===== src/design/fta_pkg.sv =====
// shared types and constants for the fixed timestep accumulator
package fta_pkg;

   localparam int TICK_W      = 64;
   localparam int DELTA_W     = 32;
   localparam int SCALE_W     = 16;
   localparam int STEPS_W     = 8;
   localparam int SIM_W       = 48;
   localparam int ACC_W       = 49;
   localparam int DROP_W      = 40;
   localparam int ALPHA_W     = 16;
   localparam int STATUS_W    = 2;
   localparam int COUNT_W     = 64;

   localparam int SCALE_FRAC_BITS = 8;
   localparam int ACC_FRAC_BITS   = 8;
   localparam int SCALE_DOWN = (SCALE_FRAC_BITS >= ACC_FRAC_BITS) ?
                               SCALE_FRAC_BITS - ACC_FRAC_BITS : 0;
   localparam int SCALE_UP   = (ACC_FRAC_BITS > SCALE_FRAC_BITS) ?
                               ACC_FRAC_BITS - SCALE_FRAC_BITS : 0;

   // divisor is the step length with the accumulator fraction bits below it
   localparam int DIV_W     = DELTA_W + ACC_FRAC_BITS;
   localparam int DIV_STEPS = ACC_W + ALPHA_W;
   localparam int DIV_CNT_W = $clog2(DIV_STEPS);

   localparam int CSR_IDX_W  = 3;
   localparam int CSR_DATA_W = 32;

   localparam int RSP_FIELDS_W = COUNT_W + 2 * DELTA_W + 1 + SIM_W + STEPS_W + DROP_W
                                 + ALPHA_W + COUNT_W;
   localparam int RSP_DATA_W   = ((RSP_FIELDS_W + 7) / 8) * 8;
   localparam int RSP_PAD_W    = RSP_DATA_W - RSP_FIELDS_W;

   localparam logic [DELTA_W-1:0] MAX_DELTA_RESET  = 32'd1000000;
   localparam logic [DELTA_W-1:0] FIXED_STEP_RESET = 32'd16667;
   localparam logic [SCALE_W-1:0] TIME_SCALE_RESET = 16'd256;
   localparam logic [STEPS_W-1:0] MAX_STEPS_RESET  = 8'd8;

   typedef enum logic [CSR_IDX_W-1:0] {
      REG_MAX_DELTA  = 3'd0,
      REG_FIXED_STEP = 3'd1,
      REG_TIME_SCALE = 3'd2,
      REG_MAX_STEPS  = 3'd3,
      REG_PAUSED     = 3'd4
   } reg_index_type;

   localparam logic OP_START = 1'b0;
   localparam logic OP_FRAME = 1'b1;

   localparam logic [STATUS_W-1:0] STATUS_OK        = 2'd0;
   localparam logic [STATUS_W-1:0] STATUS_BACKWARDS = 2'd1;
   localparam logic [STATUS_W-1:0] STATUS_REJECTED  = 2'd2;

   typedef enum logic [2:0] {
      ST_IDLE,
      ST_CHECK,
      ST_CLAMP,
      ST_SCALE,
      ST_ACCUM,
      ST_DIVIDE,
      ST_FINISH,
      ST_OUTPUT
   } state_type;

endpackage


===== src/design/fixed_timestep_accumulator.sv =====
// fixed timestep accumulator: frame timing, step count and interpolation alpha
//
// A start transaction latches the clock reading, clears the accumulator and the failure
// flag; a frame transaction measures the ticks since the last reading, clamps and scales
// them, adds them to the tick accumulator and divides by the step length to give the
// number of fixed steps, the dropped steps and a Q0.16 alpha. Starts, rejected frames and
// backwards clocks go from the check state straight to output; a normal frame passes
// clamp, scale, accumulate, divide and finish, with a restoring divider that resolves
// one quotient bit per cycle (49 bits of step count, then 16 bits of alpha from the same
// remainder). Requests are taken only while idle. Each transaction gives exactly one
// result; the result register lets the next request be taken while the previous result
// is still waiting. The register port accepts a write every cycle; the user must see
// that it is written only while the block is idle, as the block does not enforce this.
module fixed_timestep_accumulator (
   input  logic                               clock,
   input  logic                               reset,
   input  logic                               req_tvalid,
   output logic                               req_tready,
   input  logic [fta_pkg::TICK_W-1:0]         req_tdata,   // current_tick
   input  logic                               req_tuser,   // operation
   output logic                               rsp_tvalid,
   input  logic                               rsp_tready,
   // frame_number, raw_delta_ticks, real_delta_ticks, discarded_flag, sim_delta_q8,
   // fixed_step_count, dropped_steps, interpolation_alpha, total_fixed_steps, zero pad
   output logic [fta_pkg::RSP_DATA_W-1:0]     rsp_tdata,
   output logic [fta_pkg::STATUS_W-1:0]       rsp_tuser,   // status
   input  logic                               csr_valid,
   output logic                               csr_ready,
   input  logic [fta_pkg::CSR_IDX_W-1:0]      csr_index,
   input  logic [fta_pkg::CSR_DATA_W-1:0]     csr_data
);
   import fta_pkg::*;

   state_type state_ff, state_in;

   // configuration
   logic [DELTA_W-1:0] max_delta_ff, max_delta_in;
   logic [DELTA_W-1:0] fixed_step_ff, fixed_step_in;
   logic [SCALE_W-1:0] time_scale_ff, time_scale_in;
   logic [STEPS_W-1:0] max_steps_ff, max_steps_in;
   logic               paused_ff, paused_in;

   // timing state
   logic [TICK_W-1:0]  reference_ff, reference_in;
   logic [ACC_W-1:0]   step_acc_ff, step_acc_in;
   logic               started_ff, started_in;
   logic               failed_ff, failed_in;
   logic [COUNT_W-1:0] frame_count_ff, frame_count_in;
   logic [COUNT_W-1:0] step_total_ff, step_total_in;

   // working registers
   logic               op_ff, op_in;
   logic [TICK_W-1:0]  tick_ff, tick_in;
   logic [TICK_W-1:0]  diff_ff, diff_in;
   logic [ACC_W-1:0]   dvd_ff, dvd_in;
   logic [DIV_W-1:0]   rem_ff, rem_in;
   logic [DIV_W-1:0]   divisor_ff, divisor_in;
   logic [DIV_STEPS-1:0] quo_ff, quo_in;
   logic [DIV_CNT_W-1:0] div_cnt_ff, div_cnt_in;

   // result fields
   logic [STATUS_W-1:0] res_status_ff, res_status_in;
   logic [COUNT_W-1:0]  res_frame_ff, res_frame_in;
   logic [DELTA_W-1:0]  res_raw_ff, res_raw_in;
   logic [DELTA_W-1:0]  res_real_ff, res_real_in;
   logic                res_disc_ff, res_disc_in;
   logic [SIM_W-1:0]    res_sim_ff, res_sim_in;
   logic [STEPS_W-1:0]  res_count_ff, res_count_in;
   logic [DROP_W-1:0]   res_dropped_ff, res_dropped_in;
   logic [ALPHA_W-1:0]  res_alpha_ff, res_alpha_in;
   logic [COUNT_W-1:0]  res_total_ff, res_total_in;

   // result register
   logic                  rsp_valid_ff, rsp_valid_in;
   logic [RSP_DATA_W-1:0] rsp_data_ff, rsp_data_in;
   logic [STATUS_W-1:0]   rsp_user_ff, rsp_user_in;

   logic                req_fire;
   logic                out_free;
   logic                div_last;
   logic [TICK_W:0]     sub_wide;
   logic [SIM_W-1:0]    product;
   logic [SIM_W-1:0]    shifted;
   logic [SIM_W-1:0]    sim_value;
   logic [DELTA_W-1:0]  step_nz;
   logic [DIV_W:0]      trial;
   logic                trial_ge;
   logic [DIV_W:0]      trial_diff;
   logic [ACC_W-1:0]    whole;
   logic [ACC_W-1:0]    dropped_wide;
   logic [STEPS_W-1:0]  count_value;

   assign req_tready = (state_ff == ST_IDLE);
   assign req_fire   = req_tvalid && req_tready;
   assign csr_ready  = 1'b1;
   assign out_free   = !rsp_valid_ff || rsp_tready;
   assign div_last   = (div_cnt_ff == DIV_CNT_W'(DIV_STEPS - 1));

   assign rsp_tvalid = rsp_valid_ff;
   assign rsp_tdata  = rsp_data_ff;
   assign rsp_tuser  = rsp_user_ff;

   // next state
   always_comb begin
      state_in = state_ff;
      unique case (state_ff)
         ST_IDLE:   if (req_fire) state_in = ST_CHECK;
         ST_CHECK: begin
            if (op_ff == OP_START || !started_ff || failed_ff || sub_wide[TICK_W]) begin
               state_in = ST_OUTPUT;
            end else begin
               state_in = ST_CLAMP;
            end
         end
         ST_CLAMP:  state_in = ST_SCALE;
         ST_SCALE:  state_in = ST_ACCUM;
         ST_ACCUM:  state_in = ST_DIVIDE;
         ST_DIVIDE: if (div_last) state_in = ST_FINISH;
         ST_FINISH: state_in = ST_OUTPUT;
         ST_OUTPUT: if (out_free) state_in = ST_IDLE;
         default:   state_in = ST_IDLE;
      endcase
   end

   // shared arithmetic
   always_comb begin
      sub_wide   = {1'b0, tick_ff} - {1'b0, reference_ff};
      product    = SIM_W'(res_real_ff) * SIM_W'(time_scale_ff);
      shifted    = product >> SCALE_DOWN;
      if ((shifted >> (SIM_W - SCALE_UP)) != '0) begin
         sim_value = '1;
      end else begin
         sim_value = shifted << SCALE_UP;
      end
      step_nz    = (fixed_step_ff == '0) ? DELTA_W'(1) : fixed_step_ff;
      trial      = {rem_ff, dvd_ff[ACC_W-1]};
      trial_ge   = (trial >= {1'b0, divisor_ff});
      trial_diff = trial - {1'b0, divisor_ff};
      whole      = quo_ff[DIV_STEPS-1:ALPHA_W];
      if (whole < ACC_W'(max_steps_ff)) begin
         count_value = whole[STEPS_W-1:0];
      end else begin
         count_value = max_steps_ff;
      end
      dropped_wide = whole - ACC_W'(count_value);
   end

   // datapath and state updates
   always_comb begin
      max_delta_in   = max_delta_ff;
      fixed_step_in  = fixed_step_ff;
      time_scale_in  = time_scale_ff;
      max_steps_in   = max_steps_ff;
      paused_in      = paused_ff;
      reference_in   = reference_ff;
      step_acc_in    = step_acc_ff;
      started_in     = started_ff;
      failed_in      = failed_ff;
      frame_count_in = frame_count_ff;
      step_total_in  = step_total_ff;
      op_in          = op_ff;
      tick_in        = tick_ff;
      diff_in        = diff_ff;
      dvd_in         = dvd_ff;
      rem_in         = rem_ff;
      divisor_in     = divisor_ff;
      quo_in         = quo_ff;
      div_cnt_in     = div_cnt_ff;
      res_status_in  = res_status_ff;
      res_frame_in   = res_frame_ff;
      res_raw_in     = res_raw_ff;
      res_real_in    = res_real_ff;
      res_disc_in    = res_disc_ff;
      res_sim_in     = res_sim_ff;
      res_count_in   = res_count_ff;
      res_dropped_in = res_dropped_ff;
      res_alpha_in   = res_alpha_ff;
      res_total_in   = res_total_ff;
      rsp_data_in    = rsp_data_ff;
      rsp_user_in    = rsp_user_ff;
      rsp_valid_in   = rsp_valid_ff && !rsp_tready;

      if (csr_valid && csr_ready) begin
         unique case (csr_index)
            REG_MAX_DELTA:  max_delta_in  = csr_data[DELTA_W-1:0];
            REG_FIXED_STEP: fixed_step_in = csr_data[DELTA_W-1:0];
            REG_TIME_SCALE: time_scale_in = csr_data[SCALE_W-1:0];
            REG_MAX_STEPS:  max_steps_in  = csr_data[STEPS_W-1:0];
            REG_PAUSED:     paused_in     = csr_data[0];
            default: ;
         endcase
      end

      unique case (state_ff)
         ST_IDLE: begin
            if (req_fire) begin
               op_in   = req_tuser;
               tick_in = req_tdata;
            end
         end
         ST_CHECK: begin
            diff_in        = sub_wide[TICK_W-1:0];
            res_status_in  = STATUS_OK;
            res_frame_in   = frame_count_ff;
            res_raw_in     = '0;
            res_real_in    = '0;
            res_disc_in    = 1'b0;
            res_sim_in     = '0;
            res_count_in   = '0;
            res_dropped_in = '0;
            res_alpha_in   = '0;
            res_total_in   = step_total_ff;
            if (op_ff == OP_START) begin
               reference_in = tick_ff;
               step_acc_in  = '0;
               failed_in    = 1'b0;
               started_in   = 1'b1;
            end else if (!started_ff || failed_ff) begin
               res_status_in = STATUS_REJECTED;
            end else if (sub_wide[TICK_W]) begin
               // borrow out: reading is below the reference
               failed_in     = 1'b1;
               res_status_in = STATUS_BACKWARDS;
            end else begin
               reference_in = tick_ff;
            end
         end
         ST_CLAMP: begin
            res_raw_in = (diff_ff[TICK_W-1:DELTA_W] != '0) ? '1 : diff_ff[DELTA_W-1:0];
            if (diff_ff > TICK_W'(max_delta_ff)) begin
               res_disc_in = 1'b1;
               res_real_in = max_delta_ff;
            end else begin
               res_real_in = diff_ff[DELTA_W-1:0];
            end
         end
         ST_SCALE: begin
            res_sim_in = paused_ff ? '0 : sim_value;
         end
         ST_ACCUM: begin
            dvd_in     = step_acc_ff + ACC_W'(res_sim_ff);
            rem_in     = '0;
            quo_in     = '0;
            div_cnt_in = '0;
            divisor_in = {step_nz, {ACC_FRAC_BITS{1'b0}}};
         end
         ST_DIVIDE: begin
            // one restoring step; zeros feed in after the dividend for the alpha bits
            rem_in     = trial_ge ? trial_diff[DIV_W-1:0] : trial[DIV_W-1:0];
            quo_in     = {quo_ff[DIV_STEPS-2:0], trial_ge};
            dvd_in     = {dvd_ff[ACC_W-2:0], 1'b0};
            div_cnt_in = div_cnt_ff + DIV_CNT_W'(1);
            if (div_cnt_ff == DIV_CNT_W'(ACC_W - 1)) begin
               step_acc_in = ACC_W'(rem_in);
            end
         end
         ST_FINISH: begin
            res_count_in   = count_value;
            res_dropped_in = (dropped_wide[ACC_W-1:DROP_W] != '0) ? '1
                                                                 : dropped_wide[DROP_W-1:0];
            res_alpha_in   = quo_ff[ALPHA_W-1:0];
            step_total_in  = step_total_ff + COUNT_W'(count_value);
            res_total_in   = step_total_ff + COUNT_W'(count_value);
            frame_count_in = frame_count_ff + COUNT_W'(1);
         end
         ST_OUTPUT: begin
            if (out_free) begin
               rsp_valid_in = 1'b1;
               rsp_user_in  = res_status_ff;
               rsp_data_in  = {{RSP_PAD_W{1'b0}}, res_total_ff, res_alpha_ff,
                               res_dropped_ff, res_count_ff, res_sim_ff, res_disc_ff,
                               res_real_ff, res_raw_ff, res_frame_ff};
            end
         end
         default: ;
      endcase
   end

   always_ff @(posedge clock) begin
      if (reset) begin
         state_ff       <= ST_IDLE;
         max_delta_ff   <= MAX_DELTA_RESET;
         fixed_step_ff  <= FIXED_STEP_RESET;
         time_scale_ff  <= TIME_SCALE_RESET;
         max_steps_ff   <= MAX_STEPS_RESET;
         paused_ff      <= 1'b0;
         reference_ff   <= '0;
         step_acc_ff    <= '0;
         started_ff     <= 1'b0;
         failed_ff      <= 1'b0;
         frame_count_ff <= '0;
         step_total_ff  <= '0;
         div_cnt_ff     <= '0;
         rsp_valid_ff   <= 1'b0;
      end else begin
         state_ff       <= state_in;
         max_delta_ff   <= max_delta_in;
         fixed_step_ff  <= fixed_step_in;
         time_scale_ff  <= time_scale_in;
         max_steps_ff   <= max_steps_in;
         paused_ff      <= paused_in;
         reference_ff   <= reference_in;
         step_acc_ff    <= step_acc_in;
         started_ff     <= started_in;
         failed_ff      <= failed_in;
         frame_count_ff <= frame_count_in;
         step_total_ff  <= step_total_in;
         div_cnt_ff     <= div_cnt_in;
         rsp_valid_ff   <= rsp_valid_in;
      end
   end

   always_ff @(posedge clock) begin
      op_ff          <= op_in;
      tick_ff        <= tick_in;
      diff_ff        <= diff_in;
      dvd_ff         <= dvd_in;
      rem_ff         <= rem_in;
      divisor_ff     <= divisor_in;
      quo_ff         <= quo_in;
      res_status_ff  <= res_status_in;
      res_frame_ff   <= res_frame_in;
      res_raw_ff     <= res_raw_in;
      res_real_ff    <= res_real_in;
      res_disc_ff    <= res_disc_in;
      res_sim_ff     <= res_sim_in;
      res_count_ff   <= res_count_in;
      res_dropped_ff <= res_dropped_in;
      res_alpha_ff   <= res_alpha_in;
      res_total_ff   <= res_total_in;
      rsp_data_ff    <= rsp_data_in;
      rsp_user_ff    <= rsp_user_in;
   end

endmodule

===== config.mk =====
export PLATFORM = sky130hd
export DESIGN_NAME = fixed_timestep_accumulator
export DESIGN_NICKNAME = d
export VERILOG_FILES = /design/src/design/fta_pkg.sv /design/src/design/fixed_timestep_accumulator.sv
export SDC_FILE = /design/constraint.sdc
export NUM_CORES = 2
export LEC_CHECK = 0
export BUFFER_PORTS_ARGS = -buffer_cell sky130_fd_sc_hd__buf_2
export CAP_MARGIN = 5
export CORE_ASPECT_RATIO = 1.75
export CORE_MARGIN = 2
export CORE_UTILIZATION = 39
export CTS_CLUSTER_SIZE = 12
export DETAILED_ROUTE_END_ITERATION = 10
export PLACE_DENSITY = 0.57
export SYNTH_ARGS = -nofsm -noshare
export SYNTH_HDL_FRONTEND = slang
export SYNTH_SLANG_ARGS = --single-unit
export TNS_END_PERCENT = 30

===== constraint.sdc =====
create_clock -name clock -period 15.5 [get_ports clock]
set_input_delay 1.55 -clock clock [delete_from_list [all_inputs] [get_ports clock]]
set_output_delay 1.55 -clock clock [all_outputs]
set_load 0.02 [all_outputs]

Yosys cells after proc, flatten, opt, wreduce, memory -nomap -nowiden

Index checks and enable logic that the tools add are counted.

Mux-type cells: 37
Add/sub/neg operators: 7
Multipliers: 1
Order comparisons: 3
Reduce and logical (&&, ||, !) cells: 34
Bitwise gates (word level): 1
Equal/unequal tests: 22

Operator list:

| operator                                                         | count |
|---|---|
| 49-bit one-hot mux with 2 select lines                           | 2 |
| 64-bit 2-to-1 mux                                                | 3 |
| 40-bit one-hot mux with 2 select lines                           | 2 |
| 65-bit one-hot mux with 2 select lines                           | 1 |
| 32-bit one-hot mux with 2 select lines                           | 2 |
| 64-bit one-hot mux with 2 select lines                           | 1 |
| 49-bit 2-to-1 mux                                                | 2 |
| 48-bit one-hot mux with 2 select lines                           | 1 |
| 40-bit 2-to-1 mux                                                | 2 |
| 64-bit by 64-bit subtractor with 65-bit output                   | 1 |
| 64-bit by 1-bit adder with 64-bit output (second input constant) | 1 |
| 64-bit by 8-bit adder with 64-bit output                         | 1 |
| 64-bit by 32-bit > comparator with 1-bit output                  | 1 |
| 32-bit 2-to-1 mux                                                | 2 |
| 49-bit by 48-bit adder with 49-bit output                        | 1 |
| 49-bit by 8-bit less-than comparator with 1-bit output           | 1 |
| 49-bit by 8-bit subtractor with 49-bit output                    | 1 |
| 32-bit by 16-bit multiplier with 48-bit output                   | 1 |
| 48-bit 2-to-1 mux                                                | 1 |
| 41-bit by 40-bit >= comparator with 1-bit output                 | 1 |
| 40-bit subtractor                                                | 1 |
| 32-bit logical NOT                                               | 1 |
| 16-bit one-hot mux with 2 select lines                           | 1 |
| 32-bit nonzero test                                              | 1 |
| 26 further kinds                                                 | 73 |

Register bits: 1272
Input bits: 105
Logic and storage cells: 139

Depth between registers and ports, before layout

Depth after elaboration: 6
Gate-level depth with buffers: 25
Mapped depth without buffers: 24

Worst setup path before layout

Ideal clock, no wire load.

Path kind: input -> register
From: in rsp_tready
To: reg rsp_data_ff[0], in the netlist rsp_tdata[0] (enable)
Stages: 2
Data arrival time: 14320 ps
Library setup time: 980 ps
Path slack: 200 ps
Path buffers: 0
Cells stage by stage: nor2b_1 > nor2_1

Longest elaborated chain between the ends: 2

RTL lines:

| item                                 | RTL line                          | text |
|---|---|---|
| start: declaration                   | fixed_timestep_accumulator.sv:22  | `input logic rsp_tready,` |
| 1-bit logical OR                     | fixed_timestep_accumulator.sv:96  | `assign out_free = !rsp_valid_ff \|\| rsp_tready;` |
| 2-bit AND reduction (no source line) | n/a                               |  |
| end signal: assignment               | fixed_timestep_accumulator.sv:331 | `rsp_data_ff <= rsp_data_in;` |
| end: declaration                     | fixed_timestep_accumulator.sv:75  | `logic [RSP_DATA_W-1:0] rsp_data_ff, rsp_data_in;` |

No other way between the ends.
A chain may end at the register's enable or synchronous reset.

Final worst setup path

From: reg time_scale_ff[14]
To: reg res_sim_ff[46] (data pin)

Longest elaborated chain between the ends: 3

RTL lines:

| item                                           | RTL line                          | text |
|---|---|---|
| start: declaration                             | fixed_timestep_accumulator.sv:39  | `logic [SCALE_W-1:0] time_scale_ff, time_scale_in;` |
| start signal: assignment                       | fixed_timestep_accumulator.sv:299 | `time_scale_ff <= time_scale_in;` |
| 32-bit by 16-bit multiplier with 48-bit output | fixed_timestep_accumulator.sv:128 | `product = SIM_W'(res_real_ff) * SIM_W'(time_scale_ff);` |
| 48-bit 2-to-1 mux                              | fixed_timestep_accumulator.sv:238 | `res_sim_in = paused_ff ? '0 : sim_value;` |
| 48-bit one-hot mux with 2 select lines         | fixed_timestep_accumulator.sv:194 | `unique case (state_ff)` |
| end signal: assignment                         | fixed_timestep_accumulator.sv:326 | `res_sim_ff <= res_sim_in;` |
| end: declaration                               | fixed_timestep_accumulator.sv:67  | `logic [SIM_W-1:0] res_sim_ff, res_sim_in;` |

No other way between the ends.

==> results.json <==
{
  "clock_path_buffers": 4,
  "combPwrFrac": 0.288,
  "skew_ps": 92.28,
  "reg2regPathDepth": 20,
  "syn_inst": 6537,
  "cts_hold_buf": 0,
  "worst_slew_pin_slew_ps": 1204,
  "drv_slew": 0,
  "crit_top_cell": "fa_1",
  "vdd_drop_max_mv": 0.1126,
  "fillers": 17240,
  "cp-end-kind": "flop",
  "gp_congestion": 0.8981,
  "grt_pass1_wl_mm": 299.0,
  "ys_types": 84,
  "first_iter_violations": 2849,
  "antenna_found_initial": 11,
  "p_leak_nw": 31.94,
  "synth_ff_type": "edfxtp_1",
  "die_w_um": 325.6,
  "syn_area_mm2": 0.07060,
  "synth_edf_count": 929,
  "cts_sinks": 1263,
  "clkTransAtPathRegs_ps": 70,
  "fin_crit_sh": 0.4820,
  "wl_per_cell_um": 21.05,
  "io_buffers": 413,
  "synth-seq-cells": 1263,
  "postCtsSetupBuffers": 0,
  "final_nets": 7690,
  "status": "complete, no violations",
  "dieArea_mm2": 0.1846,
  "slew_headroom": 0.1965,
  "synthMuxAreaShare": 0.01239,
  "cts_tree": "yes",
  "synth-simple-area-share": 0.1466,
  "tns_ps": 0,
  "async_reset_ff_frac": 0,
  "ys.warnings.count": 0,
  "timing_worst_setup_path_type": "reg -> reg",
  "drive_above_1_share": 0.1003,
  "yosys.area_share.adder": 0.1763,
  "boundaryPins": 422,
  "post-place-ws_ps": 7893,
  "finalWorstSetupSlack_ps": 8028,
  "synth_top_family_by_area": "adder cells",
  "via_per_inst": 5.144,
  "synth-compound-area-share": 0.08322,
  "pwr-share-clk": 0.275,
  "min_delay_path_depth": 0,
  "cts_inserted_buffers": 141,
  "maxCapViolations": 0,
  "start_kind": "flop",
  "hp-class": "reg -> reg",
  "cp_cell_sequence": "buf_4 -> and2_1 -> fa_1 -> fa_1 -> fa_1 -> fa_1 -> fa_1 -> inv_1 -> fa_1 -> inv_1 -> ha_1 -> nand2_1 -> or3_1 -> nor3_1 -> o31ai_1 -> a221oi_1 -> nor2_1 -> o211ai_1 -> a21oi_1 -> a31o_2",
  "dp_cells": 9093,
  "finalHoldViolCount": 0,
  "grt_max_degree": 161,
  "cp_max_fo": 26,
  "finalSetupViolations": 0,
  "areaGrowthSynthToFinish_pct": 12.17,
  "cts-root-buf": "clkbuf_16",
  "gr-usage-all-layers": 0.2108,
  "cts-htree-levels": 4,
  "swShare": 0.3511,
  "synth-seq-area-share": 0.4898,
  "routed_wirelength_mm": 196.7,
  "power_mw": 11.41,
  "max_freq_mhz": 133.8,
  "critPathArrivalTime_ps": 8020,
  "p_sw_mw": 4.006,
  "finalHoldWorstSlack_ps": 400.3,
  "grt_pass1_vias": 50039,
  "powerDensity_mw_per_mm2": 144.1,
  "postRouteAntennaNets": 0,
  "instances_no_fill": 9344,
  "period_needed_ps": 7472,
  "postSynthAreaPerCell_um2": 10.80,
  "num_rows": 206,
  "slowest_stage": "a221oi_1",
  "globalRoute.totalOverflow": 0,
  "internal-power_mw": 7.406,
  "die_height_um": 566.9,
  "synthXorXnorAreaFrac": 0.03759,
  "rsz0062_at_grt": "false",
  "drt-pass1-iter-count": 6,
  "seq_power_share": 0.437,
  "clk_latency_ps": 830,
  "worstPathRequired_ps": 16050,
  "coreArea_mm2": 0.1799,
  "postCtsResizedCells": 0,
  "max_stage_delay_ps": 600,
  "initial_core_util": 0.3924,
  "drc_errors": 0,
  "vias": 48070,
  "hpwl_mm": 148.9
}
## power by group through the flow
stage / Combinational (mW) / Clock, mW / Sequential (mW)
final: 3.29 / 3.14 / 4.98
after global routing: 3.67 / 3.36 / 5.04
after CTS: 3.32 / 3.24 / 4.98
after detailed placement: 3.30 / 0 / 5.05
after global placement: 3.26 / 0 / 5.03
after floorplan: 2.35 / 0 / 4.84
## worst max-delay path, delay by kind of cell, from the launching register on
| family | cells | cell delay [ps] |
|---|---|---|
| flip-flops | 1 | 460 |
| AO/OA/AOI/OAI | 5 | 1390 |
| AND/OR/NAND/NOR | 5 | 1330 |
| adder cells (fa/ha/maj) | 7 | 3530 |
| buffers and inverters | 3 | 460 |
## cells by family (layout without fill, tap and decap cells)
family          after synthesis  count (layout)
compound gates              964             964
xor+xnor                    303             303
fa+ha+maj                   741             741
buf+inv                     995            1400
flops                      1263            1263
mux                          87              87
other cells                   2              12
simple gates               2182            2182
## cells in the final DEF (no fill, tap or decap), types with 30 or more instances in the layout
| cell | Yosys | layout |
|---|---|---|
| buf_2 | 5 | 412 |
| a21oi_1 | 381 | 381 |
| ha_1 | 318 | 317 |
| nor2b_1 | 93 | 93 |
| clkbuf_1 | 285 | 65 |
| dfxtp_1 | 334 | 332 |
| and3_1 | 135 | 135 |
| nand2_1 | 797 | 793 |
| fa_1 | 423 | 423 |
| o21bai_1 | 34 | 33 |
| and2_1 | 253 | 251 |
| nand4_1 | 64 | 64 |
| buf_4 | 8 | 61 |
| o21a_1 | 38 | 38 |
| clkbuf_16 | 0 | 141 |
| nor2_1 | 485 | 481 |
| xor2_1 | 147 | 147 |
| nor4_1 | 39 | 39 |
| a21o_1 | 117 | 117 |
| inv_1 | 677 | 675 |
| nand3_1 | 131 | 131 |
| mux2i_1 | 84 | 84 |
| or3_1 | 30 | 30 |
| xnor2_1 | 156 | 156 |
| o21ai_0 | 203 | 202 |
| edfxtp_1 | 929 | 929 |
| nor3_1 | 52 | 52 |
## through the flow
| step | utilization | area, um2 |
|---|---|---|
| 2_1_floorplan | - | 70630 |
| 3_3_place_gp | 0.4169 | 75000 |
| 3_5_place_dp | 0.4169 | 75000 |
| 4_1_cts | 0.4401 | 79180 |
| 5_1_grt | 0.4402 | 79190 |
| 6_report | 0.4402 | 79190 |
## per-layer routing
layer | up-vias | track usage | routed length, um | part of all wire
met2 | 1278 | 0.3816 | 100700 | 0.51
met3 | 412 | 0.03106 | 8933 | 0.045
li1 | 22691 | - | - | -
met5 | - | 0 | 41 | 0.00021
met4 | 6 | 0.1051 | 10670 | 0.054
met1 | 23683 | 0.2405 | 76330 | 0.39
## sequential cells by signal, summed over array words and instances (netlist names), 48 cells and up
| signal | count |
|---|---|
| diff_ff | 64 |
| dvd_ff | 49 |
| frame_count_ff | 64 |
| quo_ff | 65 |
| reference_ff | 64 |
| res_frame_ff | 64 |
| res_sim_ff | 48 |
| res_total_ff | 64 |
| rsp_tdata | 305 |
| step_total_ff | 64 |
| tick_ff | 64 |
## layout make-up
class | instances | area (um2) | share of cell area
antenna | 4 | 10.01 | 0.0001264
inverter | 678 | 2555 | 0.03226
multi-input combinational | 4285 | 32310 | 0.4080
clock buffer | 213 | 3869 | 0.04885
timing repair buffer | 475 | 2555 | 0.03226
sequential | 1263 | 34590 | 0.4367
tap | 2392 | 2993 | 0.03779
clock inverter | 34 | 314.1 | 0.003966
## Yosys cell counts (all sizes together) (52+ instances only)
cell type	instances	area share
o21ai	207	0.015
nor3	52	0.0037
a21oi	383	0.027
nand4	64	0.0057
fa	423	0.12
xnor2	156	0.019
dfxtp	334	0.095
and2	254	0.023
a21o	117	0.012
nand2	798	0.042
xor2	147	0.018
clkbuf	285	0.015
mux2i	84	0.012
nor2b	93	0.0082
and3	135	0.012
ha	318	0.056
edfxtp	929	0.40
nand3	131	0.0093
inv	678	0.036
nor2	485	0.026
## final timing paths
| path | from | to | slack [ps] |
|---|---|---|---|
| max reg2reg | time_scale_ff[14] | res_sim_ff[46] | 8030 |
| min reg2reg | fixed_step_ff[8] | divisor_ff[16] | 400 |
| min | fixed_step_ff[8] | divisor_ff[16] | 400 |
| max | time_scale_ff[14] | res_sim_ff[46] | 8030 |
Note: power is estimated with default switching activity, not from simulation.
